==> src/tdml_pkg.sv <==
// ----------------------------------------------------------------------------
// tdml_pkg
// Shared types and constants for the tanh drive / mix / low-pass block.
// ----------------------------------------------------------------------------
package tdml_pkg;

   localparam int CHANNELS = 2;
   localparam int CH_W     = (CHANNELS > 1) ? $clog2(CHANNELS) : 1;

   localparam int CSR_ADDR_W = 3;
   localparam int CSR_DATA_W = 32;

   localparam int QUEUE_DEPTH = 2;
   localparam int QPTR_W      = (QUEUE_DEPTH > 1) ? $clog2(QUEUE_DEPTH) : 1;
   localparam int QCNT_W      = $clog2(QUEUE_DEPTH + 1);

   // Q23 constants of the shaper
   localparam logic [24:0] Q23_ONE    = 25'd8388608;
   localparam logic [28:0] CLIP_LEVEL = 29'd25165824;   // 3.0
   localparam logic [27:0] TANH_K27   = 28'd226492416;  // 27.0

   typedef enum logic [CSR_ADDR_W-1:0] {
      CSR_DRIVE_GAIN = 3'd0,
      CSR_DRY_GAIN   = 3'd1,
      CSR_WET_GAIN   = 3'd2,
      CSR_COEF_B0    = 3'd3,
      CSR_COEF_B1    = 3'd4,
      CSR_COEF_B2    = 3'd5,
      CSR_COEF_A1    = 3'd6,
      CSR_COEF_A2    = 3'd7
   } tdml_csr_type;

   typedef struct packed {
      logic        [15:0] drive_gain;
      logic        [16:0] dry_gain;
      logic        [16:0] wet_gain;
      logic signed [31:0] coef_b0;
      logic signed [31:0] coef_b1;
      logic signed [31:0] coef_b2;
      logic signed [31:0] coef_a1;
      logic signed [31:0] coef_a2;
   } tdml_cfg_type;

   // one classified sample waiting for the back end
   typedef struct packed {
      logic [CH_W-1:0]    ch;
      logic signed [23:0] sample;
      logic               neg;
      logic               clip;
      logic [24:0]        mag;
   } tdml_item_type;

   typedef struct packed {
      logic full;
      logic empty;
   } tdml_qstat_type;

endpackage

==> src/tdml_front.sv <==
// ----------------------------------------------------------------------------
// tdml_front
// Request side: takes a sample, applies drive and classifies the shaper case.
// ----------------------------------------------------------------------------
module tdml_front
   import tdml_pkg::*;
(
   input  logic               req_valid,
   output logic               req_stall,
   input  logic               req_channel,
   input  logic signed [23:0] req_sample_in,
   input  logic [15:0]        drive_gain,
   input  tdml_qstat_type     qstat,
   output logic               push,
   output tdml_item_type      item
);

   logic signed [40:0] smp_ext;
   logic signed [40:0] drv_ext;
   logic signed [40:0] prod;
   logic        [40:0] prod_abs;
   logic        [28:0] mag_full;

   always_comb begin
      smp_ext  = 41'(req_sample_in);
      drv_ext  = {25'd0, drive_gain};
      prod     = smp_ext * drv_ext;
      prod_abs = prod[40] ? 41'(-prod) : 41'(prod);
      mag_full = prod_abs[39:11];

      item.ch     = (CHANNELS == 1) ? '0 : CH_W'(req_channel);
      item.sample = req_sample_in;
      item.neg    = prod[40];
      item.clip   = (mag_full >= CLIP_LEVEL);
      item.mag    = mag_full[24:0];
   end

   assign req_stall = qstat.full;
   assign push      = req_valid & ~qstat.full;

endmodule

==> config.mk <==
export PLATFORM = sky130hd
export DESIGN_NAME = tdml_front
export DESIGN_NICKNAME = d
export VERILOG_FILES = /design/src/tdml_pkg.sv /design/src/tdml_front.sv
export SDC_FILE = /design/constraint.sdc
export NUM_CORES = 1
export LEC_CHECK = 0
export ABC_AREA = 1
export BUFFER_PORTS_ARGS = -buffer_cell sky130_fd_sc_hd__buf_4
export CORE_MARGIN = 2
export CORE_UTILIZATION = 65
export DETAILED_ROUTE_END_ITERATION = 6
export GPL_TIMING_DRIVEN = 0
export PLACE_DENSITY = 0.86
export SLEW_MARGIN = 20
export SYNTH_ARGS = -nofsm -noshare
export SYNTH_HDL_FRONTEND = slang
export SYNTH_SLANG_ARGS = --single-unit
==> constraint.sdc <==
create_clock -name vclk -period 20.6
set_clock_uncertainty 0.05 [all_clocks]
set_input_delay 1.03 -clock vclk [all_inputs]
set_output_delay 1.03 -clock vclk [all_outputs]
set_load 0.05 [all_outputs]
==> impl_metrics.csv <==
group,metric,value,unit
logic_synthesis,avgSynthCellArea,6.97,um2
sta,hold_viol,0,
min_path,min_delay_path_depth,2,
logic_synthesis,netlist_area,0.0169,mm2
min_path,hold_path.startpoint,"req_channel",
min_path,hold_class,"in2out",
place,dpl.hpwl,39.7,mm
worst_setup_path,cp.arrival,8.44,ns
floorplan,rows,59,
worst_setup_path,critPathCaptureType,"output pin",
floorplan,ioPinCount,98,
logic_synthesis,synth_xor_area_share,1.86,%
logic_synthesis,ys_seq_area_share,0,%
sta,rsz0062_at_grt,"no",
grt,grt_usage,35.0,%
sta,finalSetupTns,0,ns
grt,antenna_found_initial,0,
clock_tree,hold_buffers,0,
logic_synthesis,yosys.area.top_type_share,44.6,%
final_layout,seq_cell_count,0,
flow_run,cap_violations,0,
routing,dr.pass1.iters,5,
sta,setup_violations,0,
final_layout,fillerInstances,2217,
sta,drv_slew,0,
grt,gr-total-overflow,0,
floorplan,die_area,0.0273,mm2
routing,drt_iter0_drc,1001,
grt,grt_pass1_vias,15000,
routing,wl,45.4,mm
logic_synthesis,synth_fp_nets,2947,
floorplan,coreArea,0.0258,mm2
final_layout,insertedDiodeCount,0,
worst_setup_path,cpLargestDelayFamily,"adder cells",
logic_synthesis,synth_top_family_by_area,"adder cells",
sta,maxSlewHeadroom,44.6,%
worst_setup_path,cp_slowest_cell,"fa_1",
final_layout,nClkBuffers,0,
final_layout,seq_area,0,um2
clock_tree,postCtsSetupRepairBufs,0,
routing,wl_per_cell,16.0,um
floorplan,die_h,165,um
logic_synthesis,synth.distinct_cells,38,
worst_setup_path,cp_common_cell,"fa_1",
final_layout,area_growth,5.67,%
run_status,status,"finished clean",
sta,min_period,9.52,ns
logic_synthesis,synth_area_leaders,"fa_1 45%, inv_1 17%, nand2_1 16%, ha_1 7.5%, nand3_1 1.8%",
worst_setup_path,startpoint_type,"primary input",
routing,ant_nets,0,
routing,drt-vias-per-instance,5.26,
final_layout,final_common_cell,"inv_1",
clock_tree,ctsResizeCount,0,
logic_synthesis,synthAdderAreaFrac,52.1,%
logic_synthesis,synthMuxAreaShare,0,%
routing,vias,14900,
logic_synthesis,synth_simple_gate_area_share,23.6,%
worst_setup_path,cp.required,19.52,ns
min_path,whs_endpoint,"item[51]",
place,io_buffers,72,
logic_synthesis,yosysWarnings,0,
final_layout,final_cell_mix,"780 x inv_1, 726 x nand2_1, 377 x fa_1",
place,dpl-instance-area,0.0179,mm2
final_layout,fin_nets,3021,
grt,grt_start_max_net_pins,11,
grt,grt_pass1_wl,73.2,mm
worst_setup_path,crit_type,"in2out",
place,gp_congestion,0.991,
logic_synthesis,yosys.area.top_type,"fa_1",
routing,remaining_drc_errors,0,
worst_setup_path,slowest_delay,0.71,ns
logic_synthesis,synth_compound_area_share,1.70,%
floorplan,fp.dieW,165,um
logic_synthesis,syn_inst,2425,
sta,worst_slew_pin_slew,0.831,ns
worst_setup_path,cp_num_buf_inv,8,
sta,period_share,46.2,%
floorplan,start_util,65.6,%
final_layout,drive_gt1_share,6.81,%
worst_setup_path,path_max_fanout,10,
sta,timing.fmax,105,MHz
final_layout,final_cell_area,0.0179,mm2
==> final cells by class <==
| cell class | instances | area, um2 | share of cell area [%] |
|---|---|---|---|
| multi-input cells | 1522 | 13400 | 75.0 |
| well taps | 335 | 419 | 2.35 |
| inverters | 793 | 2980 | 16.7 |
| plain buffers | 110 | 531 | 2.97 |
| repair buffers | 72 | 541 | 3.02 |
==> logic make-up (layout without fill, tap and decap cells) <==
kind of cell,after synthesis,after routing
buffers and inverters,903,975
xor gates and xnor gates,35,35
and+or+nand+nor,959,959
AOI/OAI and AO/OA,50,50
adders and majority gates,478,478
==> per-layer routing <==
metal / vias up / GRT usage (%) / share of wire [%]
met4: 0 / 18.2 / 6.5
met1: 7100 / 43.6 / 37
met2: 751 / 60.0 / 48
li1: 6845 / - / -
met5: - / 0 / 0
met3: 194 / 4.55 / 8.6
==> worst max path at each step <==
stage	startpoint	end	slack, ns	cells past startpoint
after CTS	req_sample_in[23]	item[19]	11.23	28
after global routing	req_sample_in[23]	item[25]	10.73	31
after detailed placement	req_sample_in[23]	item[19]	11.25	28
after global placement	req_sample_in[23]	item[19]	11.47	28
after floorplan	req_sample_in[23]	item[19]	11.84	26
final	req_sample_in[23]	item[19]	11.08	28
==> through the flow <==
step	worst slack [ns]	utilization, %	hold slack, ns	instances
global route	10.73	69.4	2.27	2832
global placement	11.47	69.4	2.26	2832
detailed placement	11.25	69.4	2.26	2832
finish	11.08	69.4	2.26	2832
CTS	11.23	69.4	2.26	2832
floorplan	11.84	-	2.18	2425
==> synthesized netlist by cell type (all sizes together) <==
| library cell | n |
|---|---|
| buf | 30 |
| nand3b | 10 |
| o21a | 1 |
| ha | 101 |
| o21bai | 3 |
| nand4 | 26 |
| nand3 | 66 |
| or2 | 1 |
| xnor2 | 12 |
| nor2 | 93 |
| a21boi | 2 |
| and3 | 1 |
| nor3 | 8 |
| clkbuf | 80 |
| clkinv | 1 |
| fa | 377 |
| o221ai | 1 |
| a21oi | 34 |
| xor2 | 23 |
| nor4 | 1 |
| and2 | 1 |
| nand2 | 750 |
| o21ai | 8 |
| inv | 792 |
| nor3b | 2 |
| o41ai | 1 |
Power is not shown: default switching activity piles up to over one toggle a cycle in this logic, so the estimate is an artifact.
