**config.mk**
```make
export PLATFORM = sky130hd
export DESIGN_NAME = tdml_queue
export DESIGN_NICKNAME = d
export VERILOG_FILES = /design/src/tdml_pkg.sv /design/src/tdml_queue.sv
export SDC_FILE = /design/constraint.sdc
export NUM_CORES = 1
export LEC_CHECK = 0
export BUFFER_PORTS_ARGS = -buffer_cell sky130_fd_sc_hd__buf_2
export CORE_UTILIZATION = 45
export CTS_CLUSTER_DIAMETER = 30
export DETAILED_ROUTE_END_ITERATION = 10
export GPL_TIMING_DRIVEN = 0
export PLACE_DENSITY_LB_ADDON = 0.15
export SYNTH_ARGS = -nofsm -noshare
export SYNTH_HDL_FRONTEND = slang
export SYNTH_SLANG_ARGS = --single-unit
```
**constraint.sdc**
```tcl
create_clock -name clock -period 3.2 [get_ports clock]
set_input_delay 0.64 -clock clock [delete_from_list [all_inputs] [get_ports clock]]
set_output_delay 0.64 -clock clock [all_outputs]
set_load 0.05 [all_outputs]
```
**src/tdml_pkg.sv**
```systemverilog
// ----------------------------------------------------------------------------
// tdml_pkg
// Shared types and constants for the tanh drive / mix / low-pass block.
// ----------------------------------------------------------------------------
package tdml_pkg;

   localparam int CHANNELS = 2;
   localparam int CH_W     = (CHANNELS > 1) ? $clog2(CHANNELS) : 1;

   localparam int CSR_ADDR_W = 3;
   localparam int CSR_DATA_W = 32;

   localparam int QUEUE_DEPTH = 2;
   localparam int QPTR_W      = (QUEUE_DEPTH > 1) ? $clog2(QUEUE_DEPTH) : 1;
   localparam int QCNT_W      = $clog2(QUEUE_DEPTH + 1);

   // Q23 constants of the shaper
   localparam logic [24:0] Q23_ONE    = 25'd8388608;
   localparam logic [28:0] CLIP_LEVEL = 29'd25165824;   // 3.0
   localparam logic [27:0] TANH_K27   = 28'd226492416;  // 27.0

   typedef enum logic [CSR_ADDR_W-1:0] {
      CSR_DRIVE_GAIN = 3'd0,
      CSR_DRY_GAIN   = 3'd1,
      CSR_WET_GAIN   = 3'd2,
      CSR_COEF_B0    = 3'd3,
      CSR_COEF_B1    = 3'd4,
      CSR_COEF_B2    = 3'd5,
      CSR_COEF_A1    = 3'd6,
      CSR_COEF_A2    = 3'd7
   } tdml_csr_type;

   typedef struct packed {
      logic        [15:0] drive_gain;
      logic        [16:0] dry_gain;
      logic        [16:0] wet_gain;
      logic signed [31:0] coef_b0;
      logic signed [31:0] coef_b1;
      logic signed [31:0] coef_b2;
      logic signed [31:0] coef_a1;
      logic signed [31:0] coef_a2;
   } tdml_cfg_type;

   // one classified sample waiting for the back end
   typedef struct packed {
      logic [CH_W-1:0]    ch;
      logic signed [23:0] sample;
      logic               neg;
      logic               clip;
      logic [24:0]        mag;
   } tdml_item_type;

   typedef struct packed {
      logic full;
      logic empty;
   } tdml_qstat_type;

endpackage

```
**src/tdml_queue.sv**
```systemverilog
// ----------------------------------------------------------------------------
// tdml_queue
// Short FIFO between the request front end and the processing back end.
// ----------------------------------------------------------------------------
module tdml_queue
   import tdml_pkg::*;
(
   input  logic           clock,
   input  logic           reset,
   input  logic           push,
   input  tdml_item_type  push_item,
   input  logic           pop,
   output tdml_item_type  head_item,
   output tdml_qstat_type qstat
);

   tdml_item_type       entry_ff [QUEUE_DEPTH];
   logic [QPTR_W-1:0]   wr_ptr_ff, wr_ptr_in;
   logic [QPTR_W-1:0]   rd_ptr_ff, rd_ptr_in;
   logic [QCNT_W-1:0]   count_ff, count_in;
   logic                do_push, do_pop;

   always_comb begin
      qstat.full  = (count_ff == QCNT_W'(QUEUE_DEPTH));
      qstat.empty = (count_ff == '0);
      do_push     = push & ~qstat.full;
      do_pop      = pop & ~qstat.empty;
      head_item   = entry_ff[rd_ptr_ff];

      wr_ptr_in = wr_ptr_ff;
      rd_ptr_in = rd_ptr_ff;
      if (do_push) begin
         wr_ptr_in = (wr_ptr_ff == QPTR_W'(QUEUE_DEPTH - 1)) ? '0 : wr_ptr_ff + 1'b1;
      end
      if (do_pop) begin
         rd_ptr_in = (rd_ptr_ff == QPTR_W'(QUEUE_DEPTH - 1)) ? '0 : rd_ptr_ff + 1'b1;
      end
      count_in = count_ff + QCNT_W'(do_push) - QCNT_W'(do_pop);
   end

   always_ff @(posedge clock) begin
      if (reset) begin
         wr_ptr_ff <= '0;
         rd_ptr_ff <= '0;
         count_ff  <= '0;
      end else begin
         wr_ptr_ff <= wr_ptr_in;
         rd_ptr_ff <= rd_ptr_in;
         count_ff  <= count_in;
      end
      if (do_push) begin
         entry_ff[wr_ptr_ff] <= push_item;
      end
   end

endmodule

```
==> summary.txt <==
Cts repair resizes: 0
Sink Count: 109
PwrDens: 923 nW/µm²
Hold Path Class: in -> reg
Layout cells sized above 1: 0.594
H-tree Lvls: 3
DR pass1 iterations: 4
Sequence of cells on the critical path: buf_2 -> buf_4 -> mux2_2 -> buf_2
Commonest cells after routing, fill and taps aside: 110 x buf_2, 104 x edfxtp_1, 52 x mux2_2, 9 x clkbuf_8
Vias in the first global route: 2070
Initial antenna violation count: 0
CP bufs+invs: 3
Post-DP HPWL: 4.45 mm
Gate Count Post-Synth: 189
Starting Density: 0.475
Max incr delay on CP: 360 ps
Most area-hungry cell type in the Yosys netlist: edfxtp_1
Full die area: 9240 µm²
#FFs+latches synth: 109
Area delta synth->final: 22.5%
Leakage power: 0.00185 µW
Fin cells: 420
Reg2reg start: count_ff[0]
Hold endpoint: entry_ff[1][12]
Crit path time final: 2300 ps
Syn. warnings: 0
CTS tree: built
Final hold vios: 0
Sequential area share after synthesis: 0.809
Top cells by area, synth: edfxtp_1 78%, mux2_2 15%, dfxtp_1 2.5%
Status: completed
Pin count of the biggest net entering global routing: 53
IO Port Bufs: 109
Hold Startpoint: push_item[12]
Routed wire length per instance: 16.4 µm
Most common cell after layout, fill and taps aside: buf_2
Crit path max fanout: 10
Mean area per synthesized cell: 21.1 µm²
R2R setup slack: 1200 ps
Worst path most repeated cell: buf_2
Cts hold-fix bufs: 0
Post-Syn Nets: 247
FF-to-FF path depth: 2
Residual DRC: 0
Final Wtd Congestion: 0.644
WP data required: 2560 ps
Period Utilization, post-route: 0.720
Synth Cell Area: 3990 µm²
CP Data Arrival Time: 1660 ps
Maximum vdd drop: 538 µV
CTS Buf Count: 9
Worst setup margin: 898 ps
Final ANT Viol Nets: 0
Max-slew headroom: 0.159
NumNets Final: 368
Maximum clock path buffer count: 2
Worst Tran Pin Value: 1260 ps
IO Count: 110
Yosys top cell area share: 0.784
Clock Tree Root: clkbuf_8
CP delay by family, top: buffers and inverters
GR Overflow Total: 0
DR vias: 2052
Overall power: 4500 µW
First-pass GRT wire length: 9.99 mm
CP startpoint kind: flip-flop
Drt total wl: 6.89 mm
Diodes inserted: 0
Post-place setup slack: 935 ps
Pins Over Slew Limit: 0
Placed cells: 404
Row Count: 33
Worst skew pair latency: 350 ps
Core Area: 8380 µm²
Fillers: 679
Final core area utilization: 0.582
Total GRT Usage: 0.149
Clock transition at the registers of the reported paths: 100 ps
Yosys cell types: 21
RSZ-0062 raised after global routing: no
Max-Cap Viols: 0
Hold depth: 1
Via density: 4.89
Max Freq: 434 MHz
Die W: 96.1 µm
Clock Skew: 9.75 ps
Die height: 96.1 µm
WS Path Type: reg -> out
Initial DRC Count: 81
Final setup viols: 0
CP endpoint kind: output pin
Hold Slack: 464 ps
Post-CTS setup buffers: 0
Worst path slowest cell: mux2_2
Reg-to-reg endpoint: entry_ff[1][38]
## worst max-delay path by stage
stage / depth (start not counted) / slack (ps) / to / start
floorplan: 3 / 740 / entry_ff[0][0] / push
global placement: 4 / -20 / entry_ff[0][23] / push
detailed placement: 2 / 940 / entry_ff[1][18] / push
CTS: 4 / 830 / head_item[34] / flip-flop
global route: 4 / 790 / head_item[48] / flip-flop
finish: 4 / 900 / head_item[34] / flip-flop
## per-layer routing
| metal | track usage | vias to the layer above | share of wire |
|---|---|---|---|
| met5 | 0 | - | 0 |
| met1 | 0.176 | 1003 | 0.41 |
| met4 | 0.0672 | 0 | 0.014 |
| met3 | 0.0450 | 8 | 0.078 |
| met2 | 0.252 | 68 | 0.50 |
| li1 | - | 973 | - |
## layout make-up
cell class                      instances  area, µm²  share of cell area
Clock buffer                            9        124              0.0254
Clock inverter                          7       76.3              0.0156
Buffer                                  6       42.5             0.00871
Sequential cell                       109       3220               0.660
Tap cell                              105        131              0.0269
Multi-Input combinational cell         70        704               0.144
Timing Repair Buffer                  110        566               0.116
Inverter                                4       15.0             0.00308
## sequential cells by signal (all words and copies together) (netlist names), named ones only
signal	flops
wr_ptr_ff	1
count_ff	2
rd_ptr_ff	1
entry_ff	104
## kinds of logic (layout without fill, tap and decap cells)
kind of cell               count (synthesis)  after routing  synth area share
buffers and inverters                     10            136            0.0144
muxes                                     52             52             0.147
adders and majority gates                  2              2           0.00628
DFF                                      109            109             0.809
and+or+nand+nor                           11             11            0.0148
AOI/OAI and AO/OA                          3              3           0.00439
xor gates and xnor gates                   2              2           0.00440
## through the flow
| stage | cell area [µm²] | TNS, ps |
|---|---|---|
| 6_report | 4880 | 0 |
| 3_5_place_dp | 4680 | 0 |
| 3_3_place_gp | 4660 | -1020 |
| 4_1_cts | 4880 | 0 |
| 2_1_floorplan | 3990 | 0 |
| 5_1_grt | 4880 | 0 |
## worst reg2reg max path, cell delays in order (launching register included)
cell and delay (ps):
dfxtp_1 390, nand2b_2 160, and3_2 1040
## Yosys cell counts
| cell type | n |
|---|---|
| a21oi_1 | 1 |
| o21ai_0 | 1 |
| nand2b_2 | 1 |
| mux2_2 | 52 |
| or3_1 | 1 |
| nand2_1 | 1 |
| inv_1 | 3 |
| and2_1 | 1 |
| nor2b_1 | 1 |
| xor2_1 | 1 |
| nor2_1 | 4 |
| ha_1 | 2 |
| xnor2_1 | 1 |
| edfxtp_1 | 104 |
| inv_2 | 1 |
| dfxtp_1 | 5 |
| buf_4 | 5 |
| nor3_1 | 1 |
| o21a_1 | 1 |
| buf_2 | 1 |
| and3_2 | 1 |
## report_power, final
part	internal [µW]	switching [µW]	leakage [µW]
Sequential	1820	52.6	0.00101
Combinational	511	1300	0.000740
Clock	365	459	0.0000970
Total	2690	1810	0.00185
Note: power is estimated with default switching activity, not from simulation.
